$ cat config.mk
export PLATFORM = sky130hd
export DESIGN_NAME = spi_nor_command_sequencer_unit
export DESIGN_NICKNAME = d
export VERILOG_FILES = /design/src/design/snor_pkg.sv /design/src/design/spi_nor_command_sequencer_unit.sv /design/src/design/snor_front.sv /design/src/design/snor_queue.sv /design/src/design/snor_back.sv
export SDC_FILE = /design/constraint.sdc
export NUM_CORES = 1
export LEC_CHECK = 0
export ABC_CLOCK_PERIOD_IN_PS = 3900
export BUFFER_PORTS_ARGS = -buffer_cell sky130_fd_sc_hd__buf_4
export CORE_AREA = 2 2 163 229
export CTS_CLUSTER_SIZE = 25
export DETAILED_ROUTE_END_ITERATION = 12
export DIE_AREA = 0 0 165 231
export SYNTH_ARGS = -nofsm -noshare
export SYNTH_HDL_FRONTEND = slang
export SYNTH_SLANG_ARGS = --single-unit
export TNS_END_PERCENT = 10
$ cat constraint.sdc
create_clock -name i_clk -period 3.9 [get_ports i_clk]
set_clock_uncertainty 0.05 [all_clocks]
set_input_delay 0.39 -clock i_clk [delete_from_list [all_inputs] [get_ports i_clk]]
set_output_delay 0.39 -clock i_clk [all_outputs]
set_load 0.01 [all_outputs]
$ cat src/design/snor_pkg.sv
// Shared types, codes and byte constants for the SPI NOR command sequencer.
// Holds the step decoder used by the back end. No dependencies.
`default_nettype none
package snor_pkg;

    localparam int ADDR_W      = 24;
    localparam int LEN_W       = 25;
    localparam int BYTE_W      = 8;
    localparam int STEP_W      = 4;
    localparam int PAGE_BYTES  = 256;   // power of two
    localparam int QUEUE_DEPTH = 4;

    localparam logic [BYTE_W-1:0] OPC_WREN  = 8'h06;
    localparam logic [BYTE_W-1:0] OPC_PROG  = 8'h02;
    localparam logic [BYTE_W-1:0] OPC_READ  = 8'h03;
    localparam logic [BYTE_W-1:0] OPC_ERASE = 8'h20;
    localparam logic [BYTE_W-1:0] OPC_JEDEC = 8'h9F;
    localparam logic [BYTE_W-1:0] OPC_MFR   = 8'hAB;
    localparam logic [BYTE_W-1:0] DUMMY     = 8'hFF;

    typedef enum logic [2:0] {
        OP_WRITE_REQ = 3'd0,
        OP_DATA      = 3'd1,
        OP_READ_REQ  = 3'd2,
        OP_SLOT      = 3'd3,
        OP_ERASE     = 3'd4,
        OP_JEDEC     = 3'd5,
        OP_MFR       = 3'd6
    } t_op;

    typedef enum logic [1:0] {
        K_SEND    = 2'd0,
        K_RELEASE = 2'd1,
        K_POLL    = 2'd2,
        K_REFUSED = 2'd3
    } t_kind;

    typedef enum logic [2:0] {
        MODE_IDLE  = 3'b001,
        MODE_WRITE = 3'b010,
        MODE_READ  = 3'b100
    } t_mode;

    typedef enum logic [2:0] {
        FR_REFUSED = 3'd0,
        FR_PROG    = 3'd1,
        FR_READ    = 3'd2,
        FR_SLOT    = 3'd3,
        FR_ERASE   = 3'd4,
        FR_JEDEC   = 3'd5,
        FR_MFR     = 3'd6
    } t_frame;

    typedef struct packed {
        t_frame              frame;
        logic                hdr;     // program frame opens here
        logic                close;   // frame ends after this item
        logic [ADDR_W-1:0]   addr;
        logic [BYTE_W-1:0]   data;
    } t_cmd;

    typedef struct packed {
        logic push;
        t_cmd cmd;
    } t_cmd_push;

    typedef struct packed {
        t_kind             kind;
        logic [BYTE_W-1:0] value;
        logic              last;
    } t_result;

    function automatic logic [STEP_W-1:0] first_step(t_cmd c);
        logic [STEP_W-1:0] s;
        s = '0;
        if (c.frame == FR_PROG && !c.hdr) begin
            s = 4'd6;
        end
        return s;
    endfunction

    function automatic t_result cmd_step(t_cmd c, logic [STEP_W-1:0] s);
        t_result r;
        r.kind  = K_SEND;
        r.value = '0;
        r.last  = 1'b0;
        case (c.frame)
            FR_REFUSED: begin
                r.kind = K_REFUSED;
                r.last = 1'b1;
            end
            FR_PROG: begin
                case (s)
                    4'd0: r.value = OPC_WREN;
                    4'd1: r.kind  = K_RELEASE;
                    4'd2: r.value = OPC_PROG;
                    4'd3: r.value = c.addr[23:16];
                    4'd4: r.value = c.addr[15:8];
                    4'd5: r.value = c.addr[7:0];
                    4'd6: begin
                        r.value = c.data;
                        r.last  = !c.close;
                    end
                    4'd7: r.kind = K_RELEASE;
                    default: begin
                        r.kind = K_POLL;
                        r.last = 1'b1;
                    end
                endcase
            end
            FR_READ: begin
                case (s)
                    4'd0: r.value = OPC_READ;
                    4'd1: r.value = c.addr[23:16];
                    4'd2: r.value = c.addr[15:8];
                    default: begin
                        r.value = c.addr[7:0];
                        r.last  = 1'b1;
                    end
                endcase
            end
            FR_SLOT: begin
                case (s)
                    4'd0: begin
                        r.value = DUMMY;
                        r.last  = !c.close;
                    end
                    default: begin
                        r.kind = K_RELEASE;
                        r.last = 1'b1;
                    end
                endcase
            end
            FR_ERASE: begin
                case (s)
                    4'd0: r.value = OPC_WREN;
                    4'd1: r.kind  = K_RELEASE;
                    4'd2: r.value = OPC_ERASE;
                    4'd3: r.value = c.addr[23:16];
                    4'd4: r.value = c.addr[15:8];
                    4'd5: r.value = c.addr[7:0];
                    4'd6: r.kind  = K_RELEASE;
                    default: begin
                        r.kind = K_POLL;
                        r.last = 1'b1;
                    end
                endcase
            end
            FR_JEDEC: begin
                case (s)
                    4'd0: r.value = OPC_JEDEC;
                    4'd1, 4'd2, 4'd3: r.value = DUMMY;
                    default: begin
                        r.kind = K_RELEASE;
                        r.last = 1'b1;
                    end
                endcase
            end
            default: begin
                case (s)
                    4'd0: r.value = OPC_MFR;
                    4'd1, 4'd2, 4'd3, 4'd4: r.value = DUMMY;
                    default: begin
                        r.kind = K_RELEASE;
                        r.last = 1'b1;
                    end
                endcase
            end
        endcase
        return r;
    endfunction

endpackage
`default_nettype wire

$ cat src/design/spi_nor_command_sequencer_unit.sv
// SPI NOR command sequencer, top level.
// Requests enter a queue-style port: a transfer happens when push is high and
// full is low. Link actions leave a queue-style port: the oldest action is on
// o_kind/o_value/o_last while empty is low and is taken when pop is high.
// The front end handles one request per cycle while full is low and writes a
// frame command into a short queue; write requests and zero-length read
// requests taken while idle produce no command. The back end expands each
// command into 1 to 9 actions, one per cycle while the receiver keeps up,
// through a single result register, so a request occupies the back end until
// all its actions are out (9 for a data byte that both opens and closes a
// program frame, 7 for one that only opens it, 8 for an erase, 1 for a plain
// data byte or refusal). A request's first action is written into the queue,
// then the back end's current command register, then the result register.
// When the receiver stalls, the result register holds, the back end waits,
// and the queue fills; full rises once the queue is full.
// A synchronous reset returns the transfer state to idle and empties the
// queue and result register; no action is pending after reset.
// Depends on snor_pkg, snor_front, snor_queue and snor_back.
`default_nettype none
module spi_nor_command_sequencer_unit #(
    parameter int PAGE_BYTES  = snor_pkg::PAGE_BYTES,
    parameter int QUEUE_DEPTH = snor_pkg::QUEUE_DEPTH
) (
    input  wire logic                        i_clk,
    input  wire logic                        i_rst_n,
    input  wire logic                        push,
    output logic                             full,
    input  wire logic [2:0]                  i_op,
    input  wire logic [snor_pkg::ADDR_W-1:0] i_address,
    input  wire logic [snor_pkg::LEN_W-1:0]  i_length,
    input  wire logic [snor_pkg::BYTE_W-1:0] i_data_byte,
    output logic                             empty,
    input  wire logic                        pop,
    output logic [1:0]                       o_kind,
    output logic [snor_pkg::BYTE_W-1:0]      o_value,
    output logic                             o_last
);

    snor_pkg::t_cmd_push  fq_wr;
    snor_pkg::t_cmd       q_cmd;
    snor_pkg::t_result    res;
    logic                 q_empty, q_pop;

    snor_front #(
        .PAGE_BYTES (PAGE_BYTES)
    ) u_front (
        .i_clk       (i_clk),
        .i_rst_n     (i_rst_n),
        .i_accept    (push && !full),
        .i_op        (i_op),
        .i_address   (i_address),
        .i_length    (i_length),
        .i_data_byte (i_data_byte),
        .o_cmd       (fq_wr)
    );

    snor_queue #(
        .DEPTH (QUEUE_DEPTH)
    ) u_queue (
        .i_clk   (i_clk),
        .i_rst_n (i_rst_n),
        .i_wr    (fq_wr),
        .i_pop   (q_pop),
        .o_cmd   (q_cmd),
        .o_full  (full),
        .o_empty (q_empty)
    );

    snor_back u_back (
        .i_clk       (i_clk),
        .i_rst_n     (i_rst_n),
        .i_cmd       (q_cmd),
        .i_cmd_empty (q_empty),
        .o_cmd_pop   (q_pop),
        .i_pop       (pop),
        .o_empty     (empty),
        .o_res       (res)
    );

    assign o_kind  = res.kind;
    assign o_value = res.value;
    assign o_last  = res.last;

endmodule
`default_nettype wire

$ cat src/design/snor_front.sv
// Front end: accepts host requests, tracks transfer state, classifies each
// item into a frame command. Depends on snor_pkg.
`default_nettype none
module snor_front #(
    parameter int PAGE_BYTES = snor_pkg::PAGE_BYTES
) (
    input  wire logic                        i_clk,
    input  wire logic                        i_rst_n,
    input  wire logic                        i_accept,
    input  wire logic [2:0]                  i_op,
    input  wire logic [snor_pkg::ADDR_W-1:0] i_address,
    input  wire logic [snor_pkg::LEN_W-1:0]  i_length,
    input  wire logic [snor_pkg::BYTE_W-1:0] i_data_byte,
    output snor_pkg::t_cmd_push              o_cmd
);

    localparam int PAGE_W = $clog2(PAGE_BYTES);

    snor_pkg::t_mode               r_mode, n_mode;
    logic [snor_pkg::ADDR_W-1:0]   r_next_addr, n_next_addr;
    logic [snor_pkg::LEN_W-1:0]    r_remaining, n_remaining;
    logic                          r_frame_open, n_frame_open;

    logic [snor_pkg::ADDR_W-1:0]   addr_inc;
    logic [snor_pkg::LEN_W-1:0]    rem_dec;
    logic                          busy;
    logic                          page_end;

    assign addr_inc = r_next_addr + 1'b1;
    assign rem_dec  = r_remaining - 1'b1;
    assign busy     = (r_mode != snor_pkg::MODE_IDLE);
    assign page_end = (addr_inc[PAGE_W-1:0] == '0);

    always_comb begin
        n_mode         = r_mode;
        n_next_addr    = r_next_addr;
        n_remaining    = r_remaining;
        n_frame_open   = r_frame_open;
        o_cmd.push       = 1'b0;
        o_cmd.cmd.frame  = snor_pkg::FR_REFUSED;
        o_cmd.cmd.hdr    = 1'b0;
        o_cmd.cmd.close  = 1'b0;
        o_cmd.cmd.addr   = i_address;
        o_cmd.cmd.data   = i_data_byte;
        if (i_accept) begin
            o_cmd.push = 1'b1;
            case (snor_pkg::t_op'(i_op))
                snor_pkg::OP_WRITE_REQ: begin
                    if (!busy) begin
                        o_cmd.push = 1'b0;
                        if (i_length != '0) begin
                            n_mode       = snor_pkg::MODE_WRITE;
                            n_next_addr  = i_address;
                            n_remaining  = i_length;
                            n_frame_open = 1'b0;
                        end
                    end
                end
                snor_pkg::OP_DATA: begin
                    if (r_mode == snor_pkg::MODE_WRITE && r_remaining != '0) begin
                        o_cmd.cmd.frame = snor_pkg::FR_PROG;
                        o_cmd.cmd.hdr   = !r_frame_open;
                        o_cmd.cmd.addr  = r_next_addr;
                        o_cmd.cmd.close = (rem_dec == '0) || page_end;
                        n_next_addr     = addr_inc;
                        n_remaining     = rem_dec;
                        n_frame_open    = !((rem_dec == '0) || page_end);
                        if (rem_dec == '0) begin
                            n_mode = snor_pkg::MODE_IDLE;
                        end
                    end
                end
                snor_pkg::OP_READ_REQ: begin
                    if (!busy) begin
                        o_cmd.cmd.frame = snor_pkg::FR_READ;
                        o_cmd.push      = (i_length != '0);
                        if (i_length != '0) begin
                            n_mode       = snor_pkg::MODE_READ;
                            n_next_addr  = i_address;
                            n_remaining  = i_length;
                            n_frame_open = 1'b0;
                        end
                    end
                end
                snor_pkg::OP_SLOT: begin
                    if (r_mode == snor_pkg::MODE_READ && r_remaining != '0) begin
                        o_cmd.cmd.frame = snor_pkg::FR_SLOT;
                        o_cmd.cmd.close = (rem_dec == '0);
                        n_next_addr     = addr_inc;
                        n_remaining     = rem_dec;
                        if (rem_dec == '0) begin
                            n_mode = snor_pkg::MODE_IDLE;
                        end
                    end
                end
                snor_pkg::OP_ERASE: begin
                    if (!busy) o_cmd.cmd.frame = snor_pkg::FR_ERASE;
                end
                snor_pkg::OP_JEDEC: begin
                    if (!busy) o_cmd.cmd.frame = snor_pkg::FR_JEDEC;
                end
                snor_pkg::OP_MFR: begin
                    if (!busy) o_cmd.cmd.frame = snor_pkg::FR_MFR;
                end
                default: begin
                    o_cmd.cmd.frame = snor_pkg::FR_REFUSED;
                end
            endcase
        end
    end

    always_ff @(posedge i_clk) begin
        if (!i_rst_n) begin
            r_mode       <= snor_pkg::MODE_IDLE;
            r_next_addr  <= '0;
            r_remaining  <= '0;
            r_frame_open <= 1'b0;
        end else begin
            r_mode       <= n_mode;
            r_next_addr  <= n_next_addr;
            r_remaining  <= n_remaining;
            r_frame_open <= n_frame_open;
        end
    end

endmodule
`default_nettype wire

$ cat src/design/snor_queue.sv
// Short command queue between front and back end.
// Register-based FIFO of t_cmd entries. Depends on snor_pkg.
`default_nettype none
module snor_queue #(
    parameter int DEPTH = snor_pkg::QUEUE_DEPTH
) (
    input  wire logic           i_clk,
    input  wire logic           i_rst_n,
    input  snor_pkg::t_cmd_push i_wr,
    input  wire logic           i_pop,
    output snor_pkg::t_cmd      o_cmd,
    output logic                o_full,
    output logic                o_empty
);

    localparam int PTR_W = (DEPTH > 1) ? $clog2(DEPTH) : 1;
    localparam int CNT_W = $clog2(DEPTH + 1);
    localparam logic [PTR_W-1:0] PTR_MAX = PTR_W'(DEPTH - 1);
    localparam logic [CNT_W-1:0] CNT_MAX = CNT_W'(DEPTH);

    snor_pkg::t_cmd     r_mem [DEPTH];
    logic [PTR_W-1:0]   r_wr_ptr, r_rd_ptr;
    logic [CNT_W-1:0]   r_count;
    logic               do_wr, do_rd;

    assign o_full  = (r_count == CNT_MAX);
    assign o_empty = (r_count == '0);
    assign do_wr   = i_wr.push && !o_full;
    assign do_rd   = i_pop && !o_empty;
    assign o_cmd   = r_mem[r_rd_ptr];

    always_ff @(posedge i_clk) begin
        if (do_wr) begin
            r_mem[r_wr_ptr] <= i_wr.cmd;
        end
    end

    always_ff @(posedge i_clk) begin
        if (!i_rst_n) begin
            r_wr_ptr <= '0;
            r_rd_ptr <= '0;
            r_count  <= '0;
        end else begin
            if (do_wr) begin
                r_wr_ptr <= (r_wr_ptr == PTR_MAX) ? '0 : r_wr_ptr + 1'b1;
            end
            if (do_rd) begin
                r_rd_ptr <= (r_rd_ptr == PTR_MAX) ? '0 : r_rd_ptr + 1'b1;
            end
            if (do_wr && !do_rd) begin
                r_count <= r_count + 1'b1;
            end else if (do_rd && !do_wr) begin
                r_count <= r_count - 1'b1;
            end
        end
    end

endmodule
`default_nettype wire

$ cat src/design/snor_back.sv
// Back end: expands one frame command into link actions, one per cycle unless
// the receiver stalls, into the result register. Depends on snor_pkg.
`default_nettype none
module snor_back (
    input  wire logic       i_clk,
    input  wire logic       i_rst_n,
    input  snor_pkg::t_cmd  i_cmd,
    input  wire logic       i_cmd_empty,
    output logic            o_cmd_pop,
    input  wire logic       i_pop,
    output logic            o_empty,
    output snor_pkg::t_result o_res
);

    logic                          r_cur_valid;
    snor_pkg::t_cmd                r_cur;
    logic [snor_pkg::STEP_W-1:0]   r_step;
    logic                          r_out_valid;
    snor_pkg::t_result             r_out;

    snor_pkg::t_result             res;
    logic                          out_free, adv, done, take;

    assign res       = snor_pkg::cmd_step(r_cur, r_step);
    assign out_free  = !r_out_valid || i_pop;
    assign adv       = r_cur_valid && out_free;
    assign done      = adv && res.last;
    assign take      = !i_cmd_empty && (!r_cur_valid || done);
    assign o_cmd_pop = take;
    assign o_empty   = !r_out_valid;
    assign o_res     = r_out;

    always_ff @(posedge i_clk) begin
        if (take) begin
            r_cur  <= i_cmd;
            r_step <= snor_pkg::first_step(i_cmd);
        end else if (adv) begin
            r_step <= r_step + 1'b1;
        end
        if (adv) begin
            r_out <= res;
        end
    end

    always_ff @(posedge i_clk) begin
        if (!i_rst_n) begin
            r_cur_valid <= 1'b0;
            r_out_valid <= 1'b0;
        end else begin
            if (take) begin
                r_cur_valid <= 1'b1;
            end else if (done) begin
                r_cur_valid <= 1'b0;
            end
            if (adv) begin
                r_out_valid <= 1'b1;
            end else if (i_pop) begin
                r_out_valid <= 1'b0;
            end
        end
    end

endmodule
`default_nettype wire

; Word-level counts from Yosys, hierarchy flattened
; Memories as Yosys holds them, arrays and structs flattened. A register that Yosys moved wholly into a read port is not among the register bits.
; Index checks and enable logic that the tools add are counted.
[classes]
addsub = 7
n_mul = 0
div = 0
n_lt_le_gt_ge = 0
n_eq_ne = 33
n_shift = 0
n_mux = 71
n_bitwise = 0
n_reduce_logical = 54
[op_table]
columns = op, n
row1 = 24-bit 2-to-1 mux, 5
row2 = 25-bit 2-to-1 mux, 4
row3 = 8-bit case mux with 6 select lines, 2
row4 = 25-bit case mux with 3 select lines, 1
row5 = 24-bit case mux with 3 select lines, 1
row6 = 25-bit nonzero test, 2
row7 = 8-bit case mux with 5 select lines, 1
row8 = 3-bit 2-to-1 mux, 13
row9 = 8-bit case mux with 2 select lines, 2
row10 = 30-bit 2-to-1 mux, 1
row11 = 27-bit 2-to-1 mux, 1
row12 = 25-bit zero test, 1
row13 = 25-bit by 1-bit subtractor with 25-bit output (second input constant), 1
row14 = 24-bit by 1-bit adder with 24-bit output (second input constant), 1
row15 = 8-bit case mux with 3 select lines, 1
row16 = 3-bit == test (second input constant), 7
row17 = 1-bit 2-to-1 mux, 20
row18 = 3-bit case mux with 6 select lines, 1
row19 = 4-bit by 3-bit == test with 1-bit output (second input constant), 4
row20 = 3-bit by 2-bit == test with 1-bit output (second input constant), 5
row21 = 7-bit OR reduction, 2
row22 = 4-bit 2-to-1 mux, 3
row23 = 2-bit case mux with 6 select lines, 1
row24 = 3-bit case mux with 4 select lines, 1
row25 = 33 further kinds, 84
[totals]
reg_bits = 113
latchBits = 0
ramBits = 148
mem_bits_ro = 0
inputBits = 64
out_inout_bits = 13
memories = 1
[mem_list]
columns = name, words, width, rd, rd_ports_with_merged_regs, write_ports, line
row1 = u_queue.r_mem, 4, 37, 1, 1, 1, snor_queue.sv:21  ; snor_pkg::t_cmd r_mem [DEPTH];

; Longest topological paths before layout
[logic_depth]
depth_word = 11
depth_mapped = 15

; Modules after synthesis
; A second synthesis with hierarchy kept.
[hier_totals]
cells_unflattened = 1069
hier_area_um2 = 13013.7
[by_module_without_submodules]
columns = module, instances, cells_each, area_each_um2, seq_area_each_um2
row1 = snor_queue, 1, 244, 5875.6, 4624.4
row2 = snor_front, 1, 591, 4305.4, 1061.0
row3 = snor_back, 1, 233, 2819.0, 1571.5
row4 = spi_nor_command_sequencer_unit, 1, 1, 13.8, 0.0

; Worst setup path before layout
; No wires, ideal clock.
[synth_timing]
path_type = reg-to-reg
startpoint = register u_back.r_step[0] in the netlist's numbering
endpoint = register u_queue.r_count[2]
t_arrival_ps = 3283
required_ps = 3779
path_slack_ps = 496
stages_incl_launch_ff = 16
path_cell_list = edfxtp_1 inv_1 ha_1 or3b_1 clkbuf_1 a31oi_1 o211ai_1 nor3_2 o22a_1 buf_2 ha_1 inv_1 fa_1 xor2_1 or3_1 a21oi_1
[synth_between]
elab_chain_cells = 11
word_cells_on_any_way = 29
[synth_rtl]
columns = element, line
row1 = from (decl), snor_back.sv:17  ; logic [snor_pkg::STEP_W-1:0] r_step;
row2 = from (signal assigned), snor_back.sv:36  ; r_step <= snor_pkg::first_step(i_cmd);
row3 = from (signal assigned), snor_back.sv:38  ; r_step <= r_step + 1'b1;
row4 = 4-bit by 3-bit == test with 1-bit output (tied with other cells), snor_pkg.sv:93  ; case (s)
row5 = 7-bit OR reduction (no line) (tied with other cells), n/a
row6 = 1-bit case mux with 2 select lines (tied with other cells), snor_pkg.sv:93
row7 = 1-bit case mux with 6 select lines (*), snor_pkg.sv:87  ; case (c.frame)
row8 = 1-bit logical AND (*), snor_back.sv:27  ; assign done = adv && res.last;
row9 = 1-bit logical OR (*), snor_back.sv:28  ; assign take = !i_cmd_empty && (!r_cur_valid || done);
row10 = 1-bit logical AND (*), snor_back.sv:28
row11 = 1-bit logical AND (*), snor_queue.sv:29  ; assign do_rd = i_pop && !o_empty;
row12 = 1-bit zero test, snor_queue.sv:50  ; if (do_wr && !do_rd) begin
row13 = 1-bit logical AND, snor_queue.sv:50
row14 = 3-bit 2-to-1 mux / 2-bit nonzero test (equally long branches), n/a
row15 = to (signal assigned), snor_queue.sv:51  ; r_count <= r_count + 1'b1;
row16 = to (signal assigned), snor_queue.sv:53  ; r_count <= r_count - 1'b1;
row17 = to (decl), snor_queue.sv:23  ; logic [CNT_W-1:0] r_count;
; Mark *: on every way between the ends. The rest lies on a longest branch, timed or not.
; A chain may end at the register's enable or synchronous reset.

; Worst setup path in the final report
; Same ends and word-level chain as after synthesis.

==> impl_metrics.toml <==
[run_status]
status = "finished, final reports clean"

[synthesis]
syn_inst = 1022
ys_top_cells_by_area = "edfxtp_1, dfxtp_1, mux4_2"
synth_warnings = 0
synth_top_area_cell = "edfxtp_1"
synth_top_area_frac = 0.481
ys_types = 81
yosys_register_bits = 263
postSynthAreaPerCell_sq_um = 12.2
async_reset_ff_frac = 0
ys_seq_area_frac = 0.584
synth_area_sq_um = 12400
synth_nets = 1101
netlist_top_cells_count = "edfxtp_1, nand2_1, a21oi_1"
synthFlopType = "edfxtp_1"
synth-edff-count = 199
synth_most_common_cell = "edfxtp_1"

[cts]
cts_tree = "built"
cts_setup_buffers = 0
cts_root_buf = "clkbuf_16"
clockBufferDepth = 3
cts.reportedPaths.clkPinSlew_ns = 0.06
numCtsBuffers = 27
cts_htree_levels = 1
clock_sinks = 263
clk_latency_ns = 0.54

[die]
die_w_microns = 165
boundaryPins = 77
core_sq_um = 36200
dieArea_sq_um = 38100
die_h_microns = 231
start_util = 0.343
rows = 83

[setup_path]
path_class = "flip-flop to flip-flop"
cp-start-kind = "flip-flop"
crit_family = "simple AND/OR/NAND/NOR gates"
crit_buf_inv = 2
end_kind = "flip-flop"
regToRegSetupSlack_ns = 0.31
arrival_ns = 4.00
path_cells = "inv_1 -> ha_1 -> or3b_1 -> a31oi_1 -> o211ai_1 -> nor3_2 -> o22a_1 -> ha_1 -> inv_1 -> fa_1 -> xor2_1 -> or3_1 -> a21oi_1"
slowest_stage = "or3b_1"
crit_required_ns = 4.31
slowest_delay_ns = 0.51
crit_fanout = 8

[cells_and_area]
multi_input_area_sq_um = 4850
layout.nets = 1168
seq_area_sq_um = 7260
syn_to_final_growth_pct = 15.8
finalCoreUtilization = 0.397
n_antenna_cell = 0
drive_gt1_frac = 0.214
fillers = 3389

[timing]
slew_viol_final = 0
setup_slack_ns = 0.309
max_slew_margin = 0.334
rsz0062_at_grt = "no"
min_period_ns = 3.59
holdWs_ns = 0.101
clock.fmax_mhz = 278
setup_violations = 0
final.setup.tns_ns = 0
worst_slew_pin_slew_ns = 0.998
hold_viol_final = 0
fin_crit_sh = 0.921

[routing]
drc_errors = 0
dr.pass1.iters = 6
drt_iter0_drc = 546
ant_nets = 0
num_vias = 8593
routed_wl_mm = 30.0
via_per_inst = 5.45
wire_per_inst_microns = 19.0

[grt]
grt_overflow = 0
grt_max_degree = 46
grt_pass1_wl_mm = 46.9
antenna_found_initial = 0
grt_pass1_vias = 8417
grt_usage = 0.157

[placement]
hpwl_mm = 20.3
routabilityCongestion = 0.848
portBuffers = 76
pre_cts_ws_ns = 0.320

[power]
powerDensity_nw_per_um2 = 645
ir_worst_vdd_mv = 0.335
power_mw = 9.29
p_leak_nw = 4.81

[run]
maxCapViolations = 0

[worst_hold_path]
worstHoldPathType = "primary input to flip-flop"
-- cells in the final DEF (no fill, tap or decap), types with 5 or more instances in the layout --
cell           count
a31oi_1            7
clkinvlp_4         5
o22ai_1            6
mux4_2            37
o32ai_1           12
xor2_1             7
nand4_1            9
buf_4             96
ha_1              14
dlygate4sd3_1      8
o21ai_0           42
or3_1              9
a211oi_1           7
nor4_1            19
o211ai_1          10
clkbuf_1           5
nor2_1            63
a22oi_1           13
inv_1             13
edfxtp_1         199
nor2b_1            5
a222oi_1           5
nand3_1           27
clkinv_1           5
dfxtp_1           63
mux2_2            24
nand2b_1          13
nor3_1            35
clkbuf_16         27
nor3b_1            8
a21oi_1           79
and2_1            11
nand2_1          100
o31ai_1           15
-- final timing paths --
kind                                         end  depth (start not counted)                             start
min          u_front.r_next_addr[0]$_SDFFE_PN0P_                          3                      i_address[0]
min reg2reg                            flip-flop                          2  u_queue.r_rd_ptr[1]$_SDFFE_PN0P_
max              u_queue.r_count[2]$_SDFFE_PN0P_                         13    u_back.r_step[0]$_SDFFCE_PP0P_
max reg2reg      u_queue.r_count[2]$_SDFFE_PN0P_                         13    u_back.r_step[0]$_SDFFCE_PP0P_
-- worst reg2reg max path, stage by stage (launching register included) --
cell and delay, ns:
edfxtp_1 0.45, inv_1 0.11, ha_1 0.31, or3b_1 0.51, a31oi_1 0.21, o211ai_1 0.14, nor3_2 0.29, o22a_1 0.21
ha_1 0.18, inv_1 0.06, fa_1 0.37, xor2_1 0.17, or3_1 0.30, a21oi_1 0.14
-- per-layer routing --
| metal | share of wire | routed length, microns | GRT usage | vias to the layer above |
|---|---|---|---|---|
| met5 | 0 | 0 | 0 | - |
| li1 | - | - | - | 4110 |
| met1 | 0.41 | 12300 | 0.194 | 4237 |
| met4 | 0.018 | 547 | 0.0391 | 0 |
| met2 | 0.53 | 15800 | 0.287 | 211 |
| met3 | 0.043 | 1290 | 0.0210 | 35 |
-- report_power, final --
part / total (mW) / internal (mW) / switching [mW]
registers: 4.09 / 3.73 / 0.360
logic: 2.77 / 1.16 / 1.61
clock network: 2.42 / 1.35 / 1.07
-- stage by stage --
stage	instances	instance area [sq um]
2_1_floorplan	1022	12400
6_report	1576	14400
3_3_place_gp	1519	13500
3_5_place_dp	1519	13500
4_1_cts	1576	14400
5_1_grt	1576	14400
-- state kept, by name, indices dropped and copies added (netlist names), 2 cells and up, named ones only --
name	flops
u_queue.r_rd_ptr	2
u_queue.r_count	3
u_queue.r_wr_ptr	2
u_front.r_mode	3
u_back.r_step	4
u_back.o_res	11
u_back.r_cur	36
u_queue.r_mem	148
u_front.r_remaining	25
u_front.r_next_addr	24
-- final cells by class --
class / count / share of cell area
flip-flops and latches: 263 / 0.504
multi-input cells: 677 / 0.337
repair buffers: 105 / 0.0570
clock buffers: 32 / 0.0482
well taps: 467 / 0.0406
clock inverters: 17 / 0.00913
inverters: 15 / 0.00391
-- cell families after synthesis --
| group | count (synthesis) | share of synthesized area |
|---|---|---|
| compound gates | 250 | 0.134 |
| xor+xnor | 7 | 0.00493 |
| fa+ha+maj | 15 | 0.0157 |
| buf+inv | 82 | 0.0278 |
| flops | 263 | 0.584 |
| mux | 62 | 0.0895 |
| simple gates | 343 | 0.145 |
-- timing repair --
item	CTS	global route
gates resized for setup	0	0
hold buffers	8	0
hold endpoints to repair	32	0
Note: power is estimated with default switching activity, not from simulation.
